## src/j1939_bam_message_reassembler_top_assert.svh

```systemverilog
// Assertion macros shared by the reassembler modules.
// Each macro expects clk and rst_n to be visible in the module that uses it.
`ifndef J1939_BAM_MESSAGE_REASSEMBLER_TOP_ASSERT_SVH
`define J1939_BAM_MESSAGE_REASSEMBLER_TOP_ASSERT_SVH

// Same-cycle implication.
`define JBAM_ASSERT_NOW(label, ante, cons, msg) \
    label: assert property (@(posedge clk) disable iff (!rst_n) (ante) |-> (cons)) \
        else $error(msg);

// Next-cycle implication.
`define JBAM_ASSERT_NEXT(label, ante, cons, msg) \
    label: assert property (@(posedge clk) disable iff (!rst_n) (ante) |=> (cons)) \
        else $error(msg);

`endif

```

## src/jbam_pkg.sv

```systemverilog
package jbam_pkg;

    // Reassembly buffer size and derived widths.
    localparam int BUFFER_BYTES = 64;
    localparam int ADDR_W       = $clog2(BUFFER_BYTES);

    // Fixed field widths.
    localparam int ID_W   = 29;
    localparam int PGN_W  = 16;
    localparam int LEN_W  = 7;
    localparam int IDX_W  = 6;
    localparam int POS_W  = 11;
    localparam int STAT_W = 3;

    // Protocol constants.
    localparam int          SEG_BYTES    = 7;
    localparam int          SINGLE_BYTES = 6;
    localparam logic [7:0]  CTRL_BAM     = 8'h20;

    // Register reset values.
    localparam logic [ID_W-1:0]  SINGLE_ID_RST  = 29'h18FECAEF;
    localparam logic [ID_W-1:0]  CONNECT_ID_RST = 29'h1CECFFEF;
    localparam logic [ID_W-1:0]  DATA_ID_RST    = 29'h1CEBFFEF;
    localparam logic [PGN_W-1:0] PGN_RST        = 16'hFECA;

    // Configuration register indexes.
    localparam logic [1:0] CFG_SINGLE_ID  = 2'd0;
    localparam logic [1:0] CFG_CONNECT_ID = 2'd1;
    localparam logic [1:0] CFG_DATA_ID    = 2'd2;
    localparam logic [1:0] CFG_PGN        = 2'd3;

    // Command queue depth (power of two so the pointers wrap by themselves).
    localparam int QUEUE_DEPTH = 2;
    localparam int QPTR_W      = $clog2(QUEUE_DEPTH);

    // Result status codes.
    typedef enum logic [STAT_W-1:0] {
        STAT_IGNORED   = 3'd0,
        STAT_ARMED     = 3'd1,
        STAT_STORED    = 3'd2,
        STAT_DROPPED   = 3'd3,
        STAT_DELIVERED = 3'd4
    } status_t;

    // Work orders from the front to the back.
    typedef enum logic [1:0] {
        OP_STATUS = 2'd0,   // one result, no storage access
        OP_SINGLE = 2'd1,   // six bytes straight from the frame
        OP_STORE  = 2'd2,   // store a segment, then one result
        OP_FINAL  = 2'd3    // store the last segment, then stream the buffer
    } op_t;

    typedef struct packed {
        op_t                        op;
        status_t                    status;
        logic [LEN_W-1:0]           length;
        logic                       trunc;
        logic [POS_W-1:0]           base;
        logic [SEG_BYTES-1:0][7:0]  data;
    } cmd_t;

endpackage

```

## src/j1939_bam_message_reassembler_top.sv

```systemverilog
// Flow: accepted frames enter the command queue; the back end pops one only while idle,
// so it finishes a command before taking the next. It emits one result for a status frame,
// streams a single frame's six bytes, or writes a segment's bytes, then emits its result
// or streams the message, each byte via a READ and a SHOW state (one registered read port).
// Reset: asynchronous; clears the transfer state and the queue, marks every buffer byte
// unwritten so it reads as zero, and restores the default identifiers.
module j1939_bam_message_reassembler_top (
    input  logic                              clk,
    input  logic                              rst_n,
    // Configuration write channel.
    input  logic                              cfg_valid,
    output logic                              cfg_ready,
    input  logic [1:0]                        cfg_index,
    input  logic [jbam_pkg::ID_W-1:0]         cfg_data,
    // Frame input channel.
    input  logic                              in_valid,
    output logic                              in_ready,
    input  logic [jbam_pkg::ID_W-1:0]         frame_id,
    input  logic [7:0]                        byte_0,
    input  logic [7:0]                        byte_1,
    input  logic [7:0]                        byte_2,
    input  logic [7:0]                        byte_3,
    input  logic [7:0]                        byte_4,
    input  logic [7:0]                        byte_5,
    input  logic [7:0]                        byte_6,
    input  logic [7:0]                        byte_7,
    // Result channel.
    output logic                              out_valid,
    input  logic                              out_ready,
    output logic [jbam_pkg::STAT_W-1:0]       status,
    output logic [jbam_pkg::IDX_W-1:0]        byte_index,
    output logic [7:0]                        byte_value,
    output logic [jbam_pkg::LEN_W-1:0]        message_length,
    output logic                              truncated,
    output logic                              last
);

    logic           q_full;
    logic           q_push;
    jbam_pkg::cmd_t q_push_cmd;
    logic           q_pop;
    jbam_pkg::cmd_t q_pop_cmd;
    logic           q_nonempty;

    // Front end: configuration, classification and transfer state.
    jbam_front u_front (
        .clk       (clk),
        .rst_n     (rst_n),
        .cfg_valid (cfg_valid),
        .cfg_ready (cfg_ready),
        .cfg_index (cfg_index),
        .cfg_data  (cfg_data),
        .in_valid  (in_valid),
        .in_ready  (in_ready),
        .frame_id  (frame_id),
        .byte_0    (byte_0),
        .byte_1    (byte_1),
        .byte_2    (byte_2),
        .byte_3    (byte_3),
        .byte_4    (byte_4),
        .byte_5    (byte_5),
        .byte_6    (byte_6),
        .byte_7    (byte_7),
        .q_full    (q_full),
        .q_push    (q_push),
        .q_cmd     (q_push_cmd)
    );

    // Command queue between the two halves.
    jbam_queue u_queue (
        .clk      (clk),
        .rst_n    (rst_n),
        .push     (q_push),
        .push_cmd (q_push_cmd),
        .full     (q_full),
        .pop      (q_pop),
        .pop_cmd  (q_pop_cmd),
        .nonempty (q_nonempty)
    );

    // Back end: buffer writes and result streaming.
    jbam_back u_back (
        .clk            (clk),
        .rst_n          (rst_n),
        .q_nonempty     (q_nonempty),
        .q_cmd          (q_pop_cmd),
        .q_pop          (q_pop),
        .out_valid      (out_valid),
        .out_ready      (out_ready),
        .status         (status),
        .byte_index     (byte_index),
        .byte_value     (byte_value),
        .message_length (message_length),
        .truncated      (truncated),
        .last           (last)
    );

endmodule

```

## src/jbam_ram.sv

```systemverilog
module jbam_ram #(
    parameter int WIDTH = 8,
    parameter int DEPTH = 64
) (
    input  logic                     clk,
    input  logic                     wr_en,
    input  logic [$clog2(DEPTH)-1:0] wr_addr,
    input  logic [WIDTH-1:0]         wr_data,
    input  logic                     rd_en,
    input  logic [$clog2(DEPTH)-1:0] rd_addr,
    output logic [WIDTH-1:0]         rd_data
);

    logic [WIDTH-1:0] mem [DEPTH];
    logic [WIDTH-1:0] rd_data_reg;

    // One write port and one registered read port.
    always_ff @(posedge clk)
    begin
        if (wr_en)
        begin
            mem[wr_addr] <= wr_data;
        end
        if (rd_en)
        begin
            rd_data_reg <= mem[rd_addr];
        end
    end

    assign rd_data = rd_data_reg;

endmodule

```

## src/jbam_queue.sv

```systemverilog
`include "j1939_bam_message_reassembler_top_assert.svh"

module jbam_queue (
    input  logic            clk,
    input  logic            rst_n,
    input  logic            push,
    input  jbam_pkg::cmd_t  push_cmd,
    output logic            full,
    input  logic            pop,
    output jbam_pkg::cmd_t  pop_cmd,
    output logic            nonempty
);

    jbam_pkg::cmd_t                 q_reg [jbam_pkg::QUEUE_DEPTH];
    logic [jbam_pkg::QPTR_W-1:0]    wr_ptr_reg;
    logic [jbam_pkg::QPTR_W-1:0]    rd_ptr_reg;
    logic [jbam_pkg::QPTR_W:0]      count_reg;
    logic [jbam_pkg::QPTR_W:0]      count_next;

    assign full     = (count_reg == (jbam_pkg::QPTR_W + 1)'(jbam_pkg::QUEUE_DEPTH));
    assign nonempty = (count_reg != '0);
    assign pop_cmd  = q_reg[rd_ptr_reg];

    // Occupancy follows the push and pop transactions.
    always_comb
    begin
        count_next = count_reg;
        if (push && !pop)
        begin
            count_next = count_reg + 1'b1;
        end
        else if (pop && !push)
        begin
            count_next = count_reg - 1'b1;
        end
    end

    // Pointers and occupancy.
    always_ff @(posedge clk or negedge rst_n)
    begin
        if (!rst_n)
        begin
            wr_ptr_reg <= '0;
            rd_ptr_reg <= '0;
            count_reg  <= '0;
        end
        else
        begin
            if (push)
            begin
                wr_ptr_reg <= wr_ptr_reg + 1'b1;
            end
            if (pop)
            begin
                rd_ptr_reg <= rd_ptr_reg + 1'b1;
            end
            count_reg <= count_next;
        end
    end

    // Entry storage.
    always_ff @(posedge clk)
    begin
        if (push)
        begin
            q_reg[wr_ptr_reg] <= push_cmd;
        end
    end

    `JBAM_ASSERT_NOW(a_q_no_overflow, push, !full || pop, "queue pushed while full")
    `JBAM_ASSERT_NOW(a_q_no_underflow, pop, count_reg != '0, "queue popped while empty")
    `JBAM_ASSERT_NEXT(a_q_push_holds, push && !pop, count_reg != '0, "pushed entry lost")

endmodule

```

## src/jbam_front.sv

```systemverilog
module jbam_front (
    input  logic                            clk,
    input  logic                            rst_n,
    // Configuration writes.
    input  logic                            cfg_valid,
    output logic                            cfg_ready,
    input  logic [1:0]                      cfg_index,
    input  logic [jbam_pkg::ID_W-1:0]       cfg_data,
    // Received frames.
    input  logic                            in_valid,
    output logic                            in_ready,
    input  logic [jbam_pkg::ID_W-1:0]       frame_id,
    input  logic [7:0]                      byte_0,
    input  logic [7:0]                      byte_1,
    input  logic [7:0]                      byte_2,
    input  logic [7:0]                      byte_3,
    input  logic [7:0]                      byte_4,
    input  logic [7:0]                      byte_5,
    input  logic [7:0]                      byte_6,
    input  logic [7:0]                      byte_7,
    // Commands toward the queue.
    input  logic                            q_full,
    output logic                            q_push,
    output jbam_pkg::cmd_t                  q_cmd
);

    logic [jbam_pkg::ID_W-1:0]  single_id_reg;
    logic [jbam_pkg::ID_W-1:0]  connect_id_reg;
    logic [jbam_pkg::ID_W-1:0]  data_id_reg;
    logic [jbam_pkg::PGN_W-1:0] pgn_reg;

    logic                       active_reg;
    logic                       active_next;
    logic [jbam_pkg::LEN_W-1:0] exp_len_reg;
    logic [jbam_pkg::LEN_W-1:0] exp_len_next;
    logic                       ovf_reg;
    logic                       ovf_next;
    logic [7:0]                 pkt_cnt_reg;
    logic [7:0]                 pkt_cnt_next;

    logic [15:0]                ann_len;
    logic                       ann_ovf;
    logic [jbam_pkg::POS_W-1:0] seq_m1;
    jbam_pkg::cmd_t             cmd;

    assign cfg_ready = 1'b1;
    assign in_ready  = !q_full;
    assign q_push    = in_valid && in_ready;
    assign q_cmd     = cmd;

    assign ann_len = {byte_2, byte_1};
    assign ann_ovf = (ann_len > 16'(jbam_pkg::BUFFER_BYTES));
    assign seq_m1  = jbam_pkg::POS_W'(byte_0) - 1'b1;

    // Classify the frame and update the transfer state.
    always_comb
    begin
        active_next  = active_reg;
        exp_len_next = exp_len_reg;
        ovf_next     = ovf_reg;
        pkt_cnt_next = pkt_cnt_reg;

        cmd        = '0;
        cmd.op     = jbam_pkg::OP_STATUS;
        cmd.status = jbam_pkg::STAT_IGNORED;
        // Segment start is seq-1 times seven, formed as eight times minus one.
        cmd.base   = (seq_m1 << 3) - seq_m1;
        cmd.data   = {byte_7, byte_6, byte_5, byte_4, byte_3, byte_2, byte_1};

        if (frame_id == single_id_reg)
        begin
            cmd.op     = jbam_pkg::OP_SINGLE;
            cmd.status = jbam_pkg::STAT_DELIVERED;
            cmd.length = jbam_pkg::LEN_W'(jbam_pkg::SINGLE_BYTES);
            cmd.data   = {8'h00, byte_5, byte_4, byte_3, byte_2, byte_1, byte_0};
        end
        else if (frame_id == connect_id_reg)
        begin
            if (byte_0 == jbam_pkg::CTRL_BAM && {byte_6, byte_5} == pgn_reg)
            begin
                active_next  = 1'b1;
                ovf_next     = ann_ovf;
                exp_len_next = ann_ovf ? jbam_pkg::LEN_W'(jbam_pkg::BUFFER_BYTES)
                                       : ann_len[jbam_pkg::LEN_W-1:0];
                pkt_cnt_next = byte_3;
                cmd.status   = jbam_pkg::STAT_ARMED;
                cmd.length   = exp_len_next;
                cmd.trunc    = ann_ovf;
            end
        end
        else if (frame_id == data_id_reg && active_reg)
        begin
            cmd.length = exp_len_reg;
            cmd.trunc  = ovf_reg;
            if (byte_0 == 8'h00 || byte_0 > pkt_cnt_reg)
            begin
                cmd.status = jbam_pkg::STAT_DROPPED;
            end
            else if (byte_0 != pkt_cnt_reg)
            begin
                cmd.op     = jbam_pkg::OP_STORE;
                cmd.status = jbam_pkg::STAT_STORED;
            end
            else
            begin
                active_next = 1'b0;
                cmd.status  = jbam_pkg::STAT_DELIVERED;
                // An empty message still gets one delivered result.
                cmd.op      = (exp_len_reg == '0) ? jbam_pkg::OP_STORE : jbam_pkg::OP_FINAL;
            end
        end
    end

    // Configuration registers.
    always_ff @(posedge clk or negedge rst_n)
    begin
        if (!rst_n)
        begin
            single_id_reg  <= jbam_pkg::SINGLE_ID_RST;
            connect_id_reg <= jbam_pkg::CONNECT_ID_RST;
            data_id_reg    <= jbam_pkg::DATA_ID_RST;
            pgn_reg        <= jbam_pkg::PGN_RST;
        end
        else if (cfg_valid && cfg_ready)
        begin
            case (cfg_index)
                jbam_pkg::CFG_SINGLE_ID:  single_id_reg  <= cfg_data;
                jbam_pkg::CFG_CONNECT_ID: connect_id_reg <= cfg_data;
                jbam_pkg::CFG_DATA_ID:    data_id_reg    <= cfg_data;
                jbam_pkg::CFG_PGN:        pgn_reg        <= cfg_data[jbam_pkg::PGN_W-1:0];
                default:                  pgn_reg        <= pgn_reg;
            endcase
        end
    end

    // Transfer state changes only on an accepted frame.
    always_ff @(posedge clk or negedge rst_n)
    begin
        if (!rst_n)
        begin
            active_reg  <= 1'b0;
            exp_len_reg <= '0;
            ovf_reg     <= 1'b0;
            pkt_cnt_reg <= '0;
        end
        else if (q_push)
        begin
            active_reg  <= active_next;
            exp_len_reg <= exp_len_next;
            ovf_reg     <= ovf_next;
            pkt_cnt_reg <= pkt_cnt_next;
        end
    end

endmodule

```

## src/jbam_back.sv

```systemverilog
`include "j1939_bam_message_reassembler_top_assert.svh"

module jbam_back (
    input  logic                              clk,
    input  logic                              rst_n,
    // Commands from the queue.
    input  logic                              q_nonempty,
    input  jbam_pkg::cmd_t                    q_cmd,
    output logic                              q_pop,
    // Results.
    output logic                              out_valid,
    input  logic                              out_ready,
    output logic [jbam_pkg::STAT_W-1:0]       status,
    output logic [jbam_pkg::IDX_W-1:0]        byte_index,
    output logic [7:0]                        byte_value,
    output logic [jbam_pkg::LEN_W-1:0]        message_length,
    output logic                              truncated,
    output logic                              last
);

    typedef enum logic [5:0] {
        ST_IDLE   = 6'b000001,
        ST_WRITE  = 6'b000010,
        ST_READ   = 6'b000100,
        ST_SHOW   = 6'b001000,
        ST_EMIT   = 6'b010000,
        ST_SINGLE = 6'b100000
    } state_t;

    state_t                         state_reg;
    state_t                         state_next;
    jbam_pkg::cmd_t                 cmd_reg;
    logic [jbam_pkg::ADDR_W-1:0]    cnt_reg;
    logic [jbam_pkg::ADDR_W-1:0]    cnt_next;
    logic [jbam_pkg::BUFFER_BYTES-1:0] vld_reg;
    logic                           vbit_reg;

    logic                           out_valid_reg;
    logic                           out_valid_next;
    logic [jbam_pkg::STAT_W-1:0]    status_reg;
    logic [jbam_pkg::STAT_W-1:0]    status_next;
    logic [jbam_pkg::IDX_W-1:0]     index_reg;
    logic [jbam_pkg::IDX_W-1:0]     index_next;
    logic [7:0]                     value_reg;
    logic [7:0]                     value_next;
    logic [jbam_pkg::LEN_W-1:0]     length_reg;
    logic [jbam_pkg::LEN_W-1:0]     length_next;
    logic                           trunc_reg;
    logic                           trunc_next;
    logic                           last_reg;
    logic                           last_next;

    logic                           slot_free;
    logic [jbam_pkg::POS_W-1:0]     wr_pos;
    logic                           wr_en;
    logic [7:0]                     wr_data;
    logic                           rd_en;
    logic [7:0]                     rd_data;
    logic                           show_last;

    assign slot_free = !out_valid_reg || out_ready;
    assign q_pop     = (state_reg == ST_IDLE) && q_nonempty;

    // Segment bytes land at base plus offset; bytes past the buffer are dropped.
    assign wr_pos    = cmd_reg.base + jbam_pkg::POS_W'(cnt_reg);
    assign wr_en     = (state_reg == ST_WRITE)
                       && (wr_pos < jbam_pkg::POS_W'(jbam_pkg::BUFFER_BYTES));
    assign wr_data   = cmd_reg.data[cnt_reg[2:0]];
    assign rd_en     = (state_reg == ST_READ);
    assign show_last = ((jbam_pkg::LEN_W'(cnt_reg) + 1'b1) == cmd_reg.length);

    jbam_ram #(
        .WIDTH (8),
        .DEPTH (jbam_pkg::BUFFER_BYTES)
    ) u_store (
        .clk     (clk),
        .wr_en   (wr_en),
        .wr_addr (wr_pos[jbam_pkg::ADDR_W-1:0]),
        .wr_data (wr_data),
        .rd_en   (rd_en),
        .rd_addr (cnt_reg),
        .rd_data (rd_data)
    );

    // Sequencer and result register loading.
    always_comb
    begin
        state_next     = state_reg;
        cnt_next       = cnt_reg;
        out_valid_next = out_valid_reg && !out_ready;
        status_next    = status_reg;
        index_next     = index_reg;
        value_next     = value_reg;
        length_next    = length_reg;
        trunc_next     = trunc_reg;
        last_next      = last_reg;

        case (state_reg)
            ST_IDLE:
            begin
                cnt_next = '0;
                if (q_nonempty)
                begin
                    case (q_cmd.op)
                        jbam_pkg::OP_STATUS: state_next = ST_EMIT;
                        jbam_pkg::OP_SINGLE: state_next = ST_SINGLE;
                        default:             state_next = ST_WRITE;
                    endcase
                end
            end
            ST_WRITE:
            begin
                if (cnt_reg == jbam_pkg::ADDR_W'(jbam_pkg::SEG_BYTES - 1))
                begin
                    cnt_next   = '0;
                    state_next = (cmd_reg.op == jbam_pkg::OP_FINAL) ? ST_READ : ST_EMIT;
                end
                else
                begin
                    cnt_next = cnt_reg + 1'b1;
                end
            end
            ST_READ:
            begin
                state_next = ST_SHOW;
            end
            ST_SHOW:
            begin
                if (slot_free)
                begin
                    out_valid_next = 1'b1;
                    status_next    = jbam_pkg::STAT_DELIVERED;
                    index_next     = jbam_pkg::IDX_W'(cnt_reg);
                    value_next     = vbit_reg ? rd_data : 8'h00;
                    length_next    = cmd_reg.length;
                    trunc_next     = cmd_reg.trunc;
                    last_next      = show_last;
                    cnt_next       = cnt_reg + 1'b1;
                    state_next     = show_last ? ST_IDLE : ST_READ;
                end
            end
            ST_EMIT:
            begin
                if (slot_free)
                begin
                    out_valid_next = 1'b1;
                    status_next    = cmd_reg.status;
                    index_next     = '0;
                    value_next     = 8'h00;
                    length_next    = cmd_reg.length;
                    trunc_next     = cmd_reg.trunc;
                    last_next      = 1'b1;
                    state_next     = ST_IDLE;
                end
            end
            ST_SINGLE:
            begin
                if (slot_free)
                begin
                    out_valid_next = 1'b1;
                    status_next    = jbam_pkg::STAT_DELIVERED;
                    index_next     = jbam_pkg::IDX_W'(cnt_reg);
                    value_next     = cmd_reg.data[cnt_reg[2:0]];
                    length_next    = cmd_reg.length;
                    trunc_next     = 1'b0;
                    last_next      = (cnt_reg == jbam_pkg::ADDR_W'(jbam_pkg::SINGLE_BYTES - 1));
                    cnt_next       = cnt_reg + 1'b1;
                    state_next     = last_next ? ST_IDLE : ST_SINGLE;
                end
            end
            default:
            begin
                state_next = ST_IDLE;
            end
        endcase
    end

    // Control registers; the byte valid bits make unwritten entries read as zero.
    always_ff @(posedge clk or negedge rst_n)
    begin
        if (!rst_n)
        begin
            state_reg     <= ST_IDLE;
            cnt_reg       <= '0;
            out_valid_reg <= 1'b0;
            vld_reg       <= '0;
        end
        else
        begin
            state_reg     <= state_next;
            cnt_reg       <= cnt_next;
            out_valid_reg <= out_valid_next;
            if (wr_en)
            begin
                vld_reg[wr_pos[jbam_pkg::ADDR_W-1:0]] <= 1'b1;
            end
        end
    end

    // Payload registers.
    always_ff @(posedge clk)
    begin
        if (q_pop)
        begin
            cmd_reg <= q_cmd;
        end
        if (rd_en)
        begin
            vbit_reg <= vld_reg[cnt_reg];
        end
        status_reg <= status_next;
        index_reg  <= index_next;
        value_reg  <= value_next;
        length_reg <= length_next;
        trunc_reg  <= trunc_next;
        last_reg   <= last_next;
    end

    assign out_valid      = out_valid_reg;
    assign status         = status_reg;
    assign byte_index     = index_reg;
    assign byte_value     = value_reg;
    assign message_length = length_reg;
    assign truncated      = trunc_reg;
    assign last           = last_reg;

    `JBAM_ASSERT_NOW(a_bk_plain_zero, out_valid && status != jbam_pkg::STAT_DELIVERED, byte_index == '0 && byte_value == 8'h00, "non-delivery result carries a byte")
    `JBAM_ASSERT_NOW(a_bk_last_len, out_valid && last && status == jbam_pkg::STAT_DELIVERED, (jbam_pkg::LEN_W'(byte_index) + 1'b1 == message_length) || message_length == '0, "last byte does not close the message")
    `JBAM_ASSERT_NEXT(a_bk_pop_busy, q_pop, state_reg != ST_IDLE, "command popped but sequencer stayed idle")

endmodule
```

## config.mk

```make
export PLATFORM = sky130hd
export DESIGN_NAME = j1939_bam_message_reassembler_top
export DESIGN_NICKNAME = d
export VERILOG_FILES = /design/src/jbam_pkg.sv /design/src/j1939_bam_message_reassembler_top.sv /design/src/jbam_ram.sv /design/src/jbam_queue.sv /design/src/jbam_front.sv /design/src/jbam_back.sv
export VERILOG_INCLUDE_DIRS = /design/src /design/src/src
export SDC_FILE = /design/constraint.sdc
export NUM_CORES = 1
export LEC_CHECK = 0
export BUFFER_PORTS_ARGS = -buffer_cell sky130_fd_sc_hd__buf_2
export CELL_PAD_IN_SITES_DETAIL_PLACEMENT = 1
export CELL_PAD_IN_SITES_GLOBAL_PLACEMENT = 2
export CORE_UTILIZATION = 47
export CTS_BUF_LIST = sky130_fd_sc_hd__clkbuf_16
export DETAILED_ROUTE_END_ITERATION = 7
export PLACE_DENSITY_LB_ADDON = 0.3
export RECOVER_POWER = 25
export SYNTH_ARGS = -nofsm -noshare
export SYNTH_HDL_FRONTEND = slang
export SYNTH_HIERARCHICAL = 1
export SYNTH_SLANG_ARGS = --single-unit
```

## constraint.sdc

```tcl
create_clock -name clk -period 7.1 [get_ports clk]
set_input_delay 1.42 -clock clk [delete_from_list [all_inputs] [get_ports clk]]
set_output_delay 1.42 -clock clk [all_outputs]
set_load 0.01 [all_outputs]
```

; Word level (Yosys, flattened, before mapping)
; Memories as Yosys holds them, arrays and structs flattened. A register that Yosys moved wholly into a read port is not among the register bits.
; Cells that the tools add are included.
[classes]
n_eq_ne = 31
reduce_logical = 42
addsub = 9
mux = 62
n_bitwise = 2
n_lt_le_gt_ge = 7
[op_table]
columns = cell, n
row1 = == test 29 bit, 3
row2 = OR 64 bit, 1
row3 = 2-to-1 mux 6 bit, 10
row4 = 2-to-1 mux 56 bit, 1
row5 = 2-to-1 mux 8 bit, 5
row6 = case mux 6 bit (6 select lines), 1
row7 = binary-select mux 8 bit (select 3 bit), 1
row8 = case mux 6 bit (2 select lines), 2
row9 = case mux 8 bit (3 select lines), 1
row10 = 2-to-1 mux 1 bit, 20
row11 = "== test 6 x 3 -> 1 bit, second input constant", 3
row12 = case mux 6 bit (3 select lines), 1
row13 = == test 16 bit, 1
row14 = "greater-than comparator 16 x 7 -> 1 bit, second input constant", 1
row15 = "inequality test 2 x 1 -> 1 bit, second input constant", 8
row16 = "less-than comparator 6 x 7 -> 1 bit, second input constant", 2
row17 = 2-to-1 mux 13 bit, 1
row18 = 2-to-1 mux 12 bit, 1
row19 = 2-to-1 mux 3 bit, 4
row20 = AND reduction 2 bit, 6
row21 = adder 11 x 6 -> 11 bit, 1
row22 = "less-than comparator 11 x 7 -> 1 bit, second input constant", 1
row23 = 2-to-1 mux 11 bit, 1
row24 = subtractor 11 bit, 1
row25 = other kinds (44), 76
[totals]
n_memories = 2
register_bits = 308
in_bits = 129
mem_bits_rw = 672
out_inout_bits = 29
word_cells = 189
[memory_table]
columns = memory, words, width, rd, rd_clocked_by_memory_dff, write_ports, line
row1 = u_back.u_store.mem, 64, 8, 1, 1, 1, jbam_ram.sv:14  ; logic [WIDTH-1:0] mem [DEPTH];
row2 = u_queue.q_reg, 2, 80, 1, 0, 1, jbam_queue.sv:14  ; jbam_pkg::cmd_t q_reg [jbam_pkg::QUEUE_DEPTH];

; Longest topological paths before layout
; Gate-level depths: netlist (run 1).
[depth]
ltp_word = 7
mapped_depth = 13
ltp_nobuf = 12

; Hierarchy
; The synthesis (run 1) kept the hierarchy.
[by_module_without_submodules]
columns = mod, area_per_inst_um2, n_inst, cells_each, seq_area_each_um2
row1 = jbam_ram, 20246.9, 1, 940, 15615.0
row2 = jbam_back, 8164.1, 1, 574, 5141.2
row3 = jbam_front, 7289.5, 1, 607, 3100.5
row4 = jbam_queue, 6362.4, 1, 265, 4904.7

; Worst setup path before layout (run 1)
; Ideal clock, no wire load.
[synth_path]
kind = register -> register
start = register u_back.state_reg[3]
end = register u_queue/count_reg[1] in the netlist's numbering
stages_incl_launch_ff = 10
period_less_slack_ns = 5.722
setup_ns = 0.079
required_time_ns = 7.021
n_path_buf = 1
t_arrival_ns = 5.643
path_slack_ns = 1.378
cell_sequence = dfrtp_1 -> buf_6 -> or4_4 -> or2_1 -> nor2_1 -> inv_1 -> ha_1 -> xor2_1 -> nor2_1 -> xor2_1
[synth_between]
elab_chain_len = 5
word_cells_on_any_way = 7
classes_between = eq/ne (1) / mux (1) / reduce/logical (5)
[synth_rtl]
columns = item, line
row1 = from (decl), jbam_back.sv:30  ; state_t state_reg;
row2 = from (signal assigned), jbam_back.sv:190  ; state_reg <= state_next;
row3 = == test 6 x 1 -> 1 bit (*), jbam_back.sv:62  ; assign q_pop = (state_reg == ST_IDLE) && q_nonempty;
row4 = logical AND 1 bit (*), jbam_back.sv:62
row5 = via q_pop, j1939_bam_message_reassembler_top.sv:41  ; logic q_pop;
row6 = logical NOT 1 bit, jbam_queue.sv:28  ; if (push && !pop)
row7 = logical AND 1 bit, jbam_queue.sv:28
row8 = 2-to-1 mux 2 bit or nonzero test 2 bit (tied branches), -
row9 = to (signal assigned), jbam_queue.sv:57  ; count_reg <= count_next;
row10 = to (decl), jbam_queue.sv:17  ; logic [jbam_pkg::QPTR_W:0] count_reg;
; Mark *: on every way through the listed nets, which the timed path passes. The rest lies on a longest branch.
; A chain may end at the register's enable or synchronous reset.

; Worst setup path in the final report (run 1)
[layout_path]
start = register u_back/cnt_reg[0] in the netlist's numbering
end = memory u_back.u_store.mem[22][0], enable pin
[layout_between]
elab_chain_len = 5
[layout_rtl]
columns = item, line
row1 = from (decl), jbam_back.sv:33  ; logic [jbam_pkg::ADDR_W-1:0] cnt_reg;
row2 = from (signal assigned), jbam_back.sv:191  ; cnt_reg <= cnt_next;
row3 = adder 11 x 6 -> 11 bit, jbam_back.sv:65  ; assign wr_pos = cmd_reg.base + jbam_pkg::POS_W'(cnt_reg);
row4 = less-than comparator 11 x 7 -> 1 bit, jbam_back.sv:67  ; && (wr_pos < jbam_pkg::POS_W'(jbam_pkg::BUFFER_BYTES));
row5 = logical AND 1 bit, jbam_back.sv:67
row6 = via u_back.wr_en, jbam_back.sv:55  ; logic wr_en;
row7 = 2-to-1 mux 1 bit, jbam_ram.sv:20  ; if (wr_en)
row8 = 2-to-1 mux 1 bit (implied by the code), jbam_ram.sv:22  ; mem[wr_addr] <= wr_data;
row9 = to (decl), jbam_ram.sv:14
; The timed path passes the listed nets, and every way through them passes these cells.

==> results of run 1 <==
==> worst max-delay path, cell delays in order (launching register included) <==
cell,delay (ps)
dfrtp_4,830
ha_1,290
inv_1,60
fa_1,410
nor2b_1,170
o31a_1,380
and4_1,300
o221ai_4,200
a211oi_1,280
buf_4,210
nor2b_1,280
nand3_1,580
nor2_1,830
==> Yosys cell counts, types with 14 or more instances <==
master	count
ha_1	27
mux4_2	151
nand3_1	23
buf_2	17
o21ai_0	14
nand4_1	21
a21o_1	73
nor4_1	23
clkbuf_1	47
xnor2_1	68
and2_1	19
nand2b_1	14
dfstp_2	79
nor3_1	25
dfrtp_1	122
nor2_1	148
a21oi_1	41
nor2b_1	27
edfxtp_1	787
mux2i_1	46
nand2_1	53
xor2_1	69
inv_1	32
mux2_4	85
buf_4	16
mux2_2	170
==> layout by cell type (no fill, tap or decap), types with 27 or more instances in the layout <==
cell / Yosys / layout
a21o_1: 73 / 73
a21oi_1: 41 / 33
buf_2: 17 / 123
buf_4: 16 / 30
clkbuf_1: 47 / 37
clkbuf_16: 0 / 104
dfrtp_1: 122 / 117
dfstp_2: 79 / 79
edfxtp_1: 787 / 787
ha_1: 27 / 27
inv_1: 32 / 51
mux2_1: 0 / 78
mux2_2: 170 / 169
mux2i_1: 46 / 46
mux4_2: 151 / 151
nand2_1: 53 / 53
nor2_1: 148 / 148
nor2b_1: 27 / 27
xnor2_1: 68 / 68
xor2_1: 69 / 69
==> metal layers <==
layer	track usage, %	up-vias
li1	-	9699
met2	41.1	671
met4	8.65	10
met5	0	-
met3	3.11	187
met1	30.9	11800
==> through the flow <==
stage,std cells,utilization [%],area [um2],setup slack (ps)
6_report,3828,53.3,47100,1890
5_1_grt,3828,53.3,47100,1610
4_1_cts,3827,53.7,47500,1840
3_5_place_dp,3632,49.7,44000,1870
3_3_place_gp,3632,49.7,44000,2100
2_1_floorplan,2386,-,42100,1380
==> cells by family (layout without fill, tap and decap cells) <==
logic type / Yosys count / in the layout / share of synthesized area (%)
xor+xnor: 138 / 138 / 2.89
other cells: 1 / 2 / 0.00892
compound gates: 233 / 233 / 4.11
simple gates: 400 / 400 / 4.89
flops: 988 / 988 / 68.4
mux: 452 / 452 / 16.8
buf+inv: 146 / 422 / 2.10
fa+ha+maj: 28 / 28 / 0.851
==> final timing paths <==
kind                                          from                         to  slack [ps]  cells after the start
worst max-delay path             u_back/cnt_reg[0]  u_back/u_store/mem[22][0]        1890                     12
max in group asynchronous                    rst_n         u_back/vld_reg[54]        2680                      2
min in group asynchronous                    rst_n     u_front/pkt_cnt_reg[4]         720                      1
worst min register to register  u_back/vld_reg[47]         u_back/vld_reg[47]         450                      1
worst max register to register   u_back/cnt_reg[0]  u_back/u_store/mem[22][0]        1890                     12
worst min-delay path            u_back/vld_reg[47]         u_back/vld_reg[47]         450                      1
==> layout make-up <==
| class | count | area (um2) |
|---|---|---|
| fill | 8123 | 41400 |
| sequential | 988 | 28800 |
| multi-input combinational | 1252 | 12200 |
| clock buffer | 104 | 2600 |
| tap | 1165 | 1460 |
| timing repair buffer | 193 | 1020 |
| clock inverter | 91 | 942 |
| inverter | 34 | 128 |
| antenna | 1 | 2.50 |
==> where the power goes <==
group / leakage, nW / internal (mW) / switching [mW]
Sequential: 9.63 / 7.97 / 0.392
Clock: 1.80 / 3.27 / 2.33
Combinational: 5.12 / 1.33 / 2.87
Total: 16.6 / 12.6 / 5.59
==> results.json, run 1 <==
{
  "wl_met2_mm": 54.7,
  "grt_overflow": 0,
  "grt_first_pass_wirelength_mm": 160,
  "layout-drive-gt1-share_pct": 28.6,
  "finalSetupViolations": 0,
  "post_cts_buffers": 0,
  "fp.coreArea_um2": 88500,
  "clk_latency_ps": 700,
  "hold_buffers": 0,
  "final_hold_viol_count": 0,
  "clkTransAtPathRegs_ps": 70,
  "viasPerCell": 5.85,
  "irDropWorstVdd_mv": 0.278,
  "ys_ff_latch": 988,
  "met3_length_mm": 4.66,
  "yosysSeqAreaShare_pct": 68.4,
  "synth_nets": 2543,
  "drt-met1-wl_mm": 43.9,
  "dieWidth_um": 301,
  "largest_register_ffs": 512,
  "violations": "design-rule violations, max-capacitance violations, max-slew violations",
  "ys_types": 89,
  "hold_class": "register to register",
  "holdWs_ps": 451,
  "skew_ps": 52.4,
  "drt-total-wl_mm": 107,
  "vias": 22400,
  "synthArstFlopShare_pct": 20.3,
  "gp_congestion": 0.807,
  "slew_violations": 338,
  "clockBufferDepth": 3,
  "routed_wire_length_per_instance_um": 27.9,
  "cap_violations": 8,
  "drtPass1Iterations": 7,
  "hpwl_mm": 69.2,
  "synth_top_area_share_pct": 56.2,
  "cts_made_buffers": 104,
  "leakage_nw": 16.6,
  "grt_max_degree": 130,
  "min_period_ps": 5210,
  "fin_setup_tns_ps": 0,
  "rsz0062_at_grt": "no",
  "pin_count": 158,
  "drtIter0Drc": 1734,
  "cts_root_buffer": "clkbuf_16",
  "p_per_area_nw_per_um2": 386,
  "netlist_instances": 2386,
  "portBuffers": 156,
  "antenna_found_initial": 6,
  "grtUsageTotal_pct": 23.8,
  "avgSynthCellArea_um2": 17.6,
  "yosysTopAreaCell": "edfxtp_1",
  "rows": 109,
  "ys_top_cells_by_area": "edfxtp_1, mux4_2, dfrtp_1",
  "drc": 2,
  "synth-edff-count": 787,
  "finalPower_mw": 18.2,
  "status": "complete, but fails checks",
  "cp-start-kind": "register",
  "cts_resized": 0,
  "synth_ff_type": "edfxtp_1",
  "area_growth_pct": 12.1,
  "cp_max_fo": 35,
  "relSlewSlack_pct": -114,
  "ant_nets": 0,
  "ys.warnings.count": 6,
  "critPathCaptureType": "register",
  "path_class": "register to register",
  "top_layer": "met5",
  "clock_sinks": 988,
  "nNetsFinal": 2730,
  "fp.dieH_um": 301,
  "syn-cell-area_um2": 42100,
  "cts_tree": "built",
  "worst_ep_arrival_time_ps": 5530,
  "grt_pass1_vias": 24400,
  "required_ps": 7420,
  "start_util_pct": 47.5,
  "die_area_um2": 90700,
  "fmax_mhz": 192,
  "tightest_slew_ps": 3210,
  "fin_crit_sh_pct": 73.4,
  "htreeDepth": 3
}
No activity file was read; power rests on OpenSTA's default activity.
==> run 2: changes to the inputs <==
==> constraint.sdc (replaced) <==
create_clock -name clk -period 5.22 [get_ports clk]
set_input_delay 1.044 -clock clk [delete_from_list [all_inputs] [get_ports clk]]
set_output_delay 1.044 -clock clk [all_outputs]
set_load 0.01 [all_outputs]
==> results.json, run 2 (synthesis gave the netlist of run 1 again) <==
{
  "cts_resized": 0,
  "nFillCells": 8103,
  "clockBufferDepth": 3,
  "hpwl_mm": 69.0,
  "hold_buffers": 0,
  "drtPass1Iterations": 7,
  "cts_made_buffers": 104,
  "fp.coreArea_um2": 88500,
  "antenna_found_initial": 7,
  "portBuffers": 156,
  "cp_num_buf_inv": 2,
  "drt-total-wl_mm": 106,
  "clk_latency_ps": 670,
  "cp_max_fo": 8,
  "ant_nets": 0,
  "grt_first_pass_wirelength_mm": 158,
  "grt_pass1_vias": 24300,
  "hold_class": "register to register",
  "critPathCaptureType": "register",
  "dieWidth_um": 301,
  "viasPerCell": 5.84,
  "pin_count": 158,
  "switchingPower_mw": 7.55,
  "drtIter0Drc": 1740,
  "die_area_um2": 90700,
  "tightest_slew_ps": 3070,
  "rsz0062_at_grt": "no",
  "clkTransAtPathRegs_ps": 60,
  "skew_ps": 35.4,
  "area_growth_pct": 12.6,
  "rows": 109,
  "status": "complete, but fails checks",
  "htreeDepth": 3,
  "comb_power_share_pct": 24.3,
  "post_cts_buffers": 0,
  "path_class": "register to register",
  "layout-drive-gt1-share_pct": 29.8,
  "fin_setup_tns_ps": 0,
  "switching_share_pct": 30.3,
  "cts_root_buffer": "clkbuf_16",
  "grt_max_degree": 135,
  "final_hold_viol_count": 0,
  "drc": 8,
  "cap_violations": 10,
  "largest_register_ffs": 512,
  "violations": "design-rule violations, max-capacitance violations, max-slew violations",
  "grtUsageTotal_pct": 23.6,
  "worst_slack_ps": 586,
  "relSlewSlack_pct": -105,
  "cp-start-kind": "register",
  "slew_violations": 468,
  "rrSetupSlack_ps": 590,
  "fp.dieH_um": 301,
  "fmax_mhz": 216,
  "irDropWorstVdd_mv": 0.312,
  "p_int_mw": 17.4,
  "multi_input_area_um2": 12300,
  "grt_overflow": 0,
  "worst_ep_arrival_time_ps": 4940,
  "nNetsFinal": 2741,
  "min_period_ps": 4630,
  "p_clk_share_pct": 30.3,
  "p_per_area_nw_per_um2": 526,
  "start_util_pct": 47.5,
  "regArea_um2": 28800,
  "post-place-ws_ps": 658,
  "leakage_nw": 16.8,
  "cts_tree": "built",
  "final_cell_mix": "edfxtp_1, mux2_2, mux4_2",
  "clock_sinks": 988,
  "holdWs_ps": 454,
  "slowest_stage": "nor2_1",
  "crit_path_cell_trace": "ha_1, inv_1, fa_1, nor2b_1, o31a_1, and4_1, o221ai_4, a211oi_1, buf_4, nand3_1, nor2_1",
  "required_ps": 5520,
  "fin_crit_sh_pct": 88.8,
  "fin_util_pct": 53.5,
  "p_seq_share_pct": 45.4,
  "critPathTopFamily": "simple AND/OR/NAND/NOR gates",
  "cpPeakStageDelay_ps": 900,
  "gp_congestion": 0.810,
  "layout_commonest_cell": "edfxtp_1",
  "routed_wire_length_per_instance_um": 27.6,
  "vias": 22400,
  "finalSetupViolations": 0
}
run 2: layer usage:
layer / wire length, um / share of wire, % / vias to the layer above / GRT usage (%)
met1: 43600 / 41 / 11800 / 30.8
li1: - / - / 9721 / -
met3: 5740 / 5.4 / 198 / 4.31
met2: 52700 / 50 / 696 / 39.8
met4: 3570 / 3.4 / 10 / 8.06
met5: 65 / 0.061 / - / 0
run 2: final timing paths:
check                                    from                   endpoint  depth (start not counted)
max                         u_back/cnt_reg[0]  u_back/u_store/mem[57][1]                         11
min                        u_back/vld_reg[31]         u_back/vld_reg[31]                          1
max reg2reg                 u_back/cnt_reg[0]  u_back/u_store/mem[57][1]                         11
min reg2reg                u_back/vld_reg[31]         u_back/vld_reg[31]                          1
max in group asynchronous               rst_n         u_front/pgn_reg[2]                          2
min in group asynchronous               rst_n         u_front/active_reg                          1
run 2: cell type report:
type | instances | share of cell area (%)
multi-input cells | 1252 | 26.1
well taps | 1165 | 3.08
inverters | 34 | 0.269
clock buffers | 109 | 5.76
repair buffers | 204 | 2.43
flip-flops and latches | 988 | 60.7
diodes | 1 | 0.00528
clock inverters | 85 | 1.65
run 2: stage by stage:
| stage | std cells | area [um2] | total power, mW |
|---|---|---|---|
| global placement | 3643 | 44100 | 17.5 |
| finish | 3838 | 47400 | 24.9 |
| global route | 3837 | 47400 | 25.9 |
| detailed placement | 3643 | 44100 | 17.8 |
| floorplan | 2386 | 42100 | 15.5 |
| CTS | 3837 | 47600 | 25.4 |
run 2: power groups by stage:
stage | Clock, mW | Combinational [mW] | Sequential [mW]
finish | 7.54 | 6.06 | 11.3
global route | 7.94 | 6.52 | 11.4
CTS | 7.70 | 6.33 | 11.3
detailed placement | 0 | 6.31 | 11.5
global placement | 0 | 6.11 | 11.4
floorplan | 0 | 4.12 | 11.4
==> run 3: changes to the inputs <==
--- a/config.mk
+++ b/config.mk
@@ -6,14 +6,15 @@
 export SDC_FILE = /design/constraint.sdc
 export NUM_CORES = 1
 export LEC_CHECK = 0
-export BUFFER_PORTS_ARGS = -buffer_cell sky130_fd_sc_hd__buf_2
 export CELL_PAD_IN_SITES_DETAIL_PLACEMENT = 1
 export CELL_PAD_IN_SITES_GLOBAL_PLACEMENT = 2
-export CORE_UTILIZATION = 47
+export CORE_UTILIZATION = 49
 export CTS_BUF_LIST = sky130_fd_sc_hd__clkbuf_16
 export DETAILED_ROUTE_END_ITERATION = 7
+export DONT_BUFFER_PORTS = 1
 export PLACE_DENSITY_LB_ADDON = 0.3
 export RECOVER_POWER = 25
+export REMOVE_ABC_BUFFERS = 1
 export SYNTH_ARGS = -nofsm -noshare
 export SYNTH_HDL_FRONTEND = slang
 export SYNTH_HIERARCHICAL = 1
==> results.json, run 3 (synthesis gave the netlist of run 1 again) <==
{
  "post_cts_buffers": 0,
  "fin_util_pct": 54.9,
  "skew_ps": 27.9,
  "leakage_nw": 16.3,
  "clk_latency_ps": 670,
  "layout_commonest_cell": "edfxtp_1",
  "drt-total-wl_mm": 105,
  "nNetsFinal": 2606,
  "drtPass1Iterations": 5,
  "cp_max_fo": 8,
  "slew_violations": 211,
  "routed_wire_length_per_instance_um": 28.4,
  "tightest_slew_ps": 2620,
  "final_cell_mix": "edfxtp_1, mux2_2, mux4_2",
  "fp.dieH_um": 295,
  "cts_tree": "built",
  "grt_max_degree": 202,
  "dieWidth_um": 295,
  "grt_pass1_vias": 23600,
  "cp-start-kind": "register",
  "status": "complete, but fails checks",
  "fp.coreArea_um2": 85100,
  "cts_made_buffers": 103,
  "pin_count": 158,
  "clkTransAtPathRegs_ps": 60,
  "drtIter0Drc": 1623,
  "htreeDepth": 3,
  "path_class": "register to register",
  "drc": 0,
  "die_area_um2": 87000,
  "rows": 107,
  "portBuffers": 0,
  "viasPerCell": 5.94,
  "clock_sinks": 988,
  "start_util_pct": 49.4,
  "nFillCells": 7755,
  "antenna_found_initial": 2,
  "hold_class": "input pin to asynchronous set/reset pin",
  "required_ps": 5510,
  "cap_violations": 6,
  "grtUsageTotal_pct": 24.3,
  "layout-drive-gt1-share_pct": 26.9,
  "fin_setup_tns_ps": 0,
  "relSlewSlack_pct": -74.5,
  "clockBufferDepth": 3,
  "cts_root_buffer": "clkbuf_16",
  "fin_crit_sh_pct": 87.2,
  "critPathCaptureType": "register",
  "placed_area_um2": 43500,
  "gp_congestion": 0.820,
  "min_period_ps": 4550,
  "area_growth_pct": 11.0,
  "design_area_um2": 46700,
  "hold_buffers": 0,
  "hpwl_mm": 68.9,
  "irDropWorstVdd_mv": 0.575,
  "p_per_area_nw_per_um2": 526,
  "final_hold_viol_count": 0,
  "finalSetupViolations": 0,
  "grt_first_pass_wirelength_mm": 155,
  "ant_nets": 0,
  "violations": "max-capacitance violations, max-slew violations",
  "fmax_mhz": 220,
  "worst_ep_arrival_time_ps": 4840,
  "grt_overflow": 0,
  "cts_resized": 0,
  "vias": 21900,
  "largest_register_ffs": 512,
  "holdWs_ps": 62.1,
  "rsz0062_at_grt": "no"
}
==> run 3: routing by layer <==
layer  track usage [%]  share of wire (%)  vias to the layer above
li1                  -                  -                     9447
met5                 0              0.022                        -
met2              41.1                 50                      661
met4              7.48                2.9                        4
met3              5.41                6.4                      166
met1              31.1                 40                    11600
==> run 3: path summary, 6_finish.rpt <==
kind | from | to | slack, ps | cells after the start
hold / removal | rst_n | u_front/pkt_cnt_reg[6] | 60 | 0
min in group clk | u_back/vld_reg[21] | u_back/vld_reg[21] | 450 | 1
setup / recovery | u_back/cnt_reg[0] | u_back/u_store/mem[10][6] | 670 | 11
hold reg to reg | u_back/vld_reg[21] | u_back/vld_reg[21] | 450 | 1
setup reg to reg | u_back/cnt_reg[0] | u_back/u_store/mem[10][6] | 670 | 11
max in group asynchronous | rst_n | u_front/connect_id_reg[5] | 4740 | 0
==> run 3: final cells by class <==
| class | instances | area, um2 | share of cell area (%) |
|---|---|---|---|
| inverters | 34 | 128 | 0.273 |
| clock buffers | 108 | 2700 | 5.79 |
| repair buffers | 70 | 594 | 1.27 |
| clock inverters | 84 | 728 | 1.56 |
| diodes | 1 | 2.50 | 0.00536 |
| multi-input cells | 1252 | 12300 | 26.4 |
| well taps | 1144 | 1430 | 3.06 |
| flip-flops and latches | 988 | 28800 | 61.6 |
==> run 3: report_power, final <==
| part | leakage, nW | switching (mW) | internal [mW] |
|---|---|---|---|
| logic | 4.92 | 3.82 | 2.00 |
| registers | 9.63 | 0.536 | 10.8 |
| clock network | 1.79 | 3.05 | 4.33 |
| total | 16.3 | 7.41 | 17.2 |
==> run 3: worst max-delay path: stages, from the launching register on <==
cell	delay [ps]
dfrtp_4	400
ha_1	160
inv_1	60
fa_1	410
nor2b_1	190
o31a_1	410
and4_1	300
o221ai_4	200
a211oi_1	490
nor2b_1	320
nand2_1	490
nor2_1	740
==> run 3: through the flow <==
step / cells / power (mW) / worst slack (ps)
global route: 3680 / 25.5 / 392
finish: 3681 / 24.6 / 667
floorplan: 2274 / 15.6 / -4430
detailed placement: 3488 / 17.6 / 712
CTS: 3680 / 25.0 / 689
global placement: 3488 / 17.3 / 856
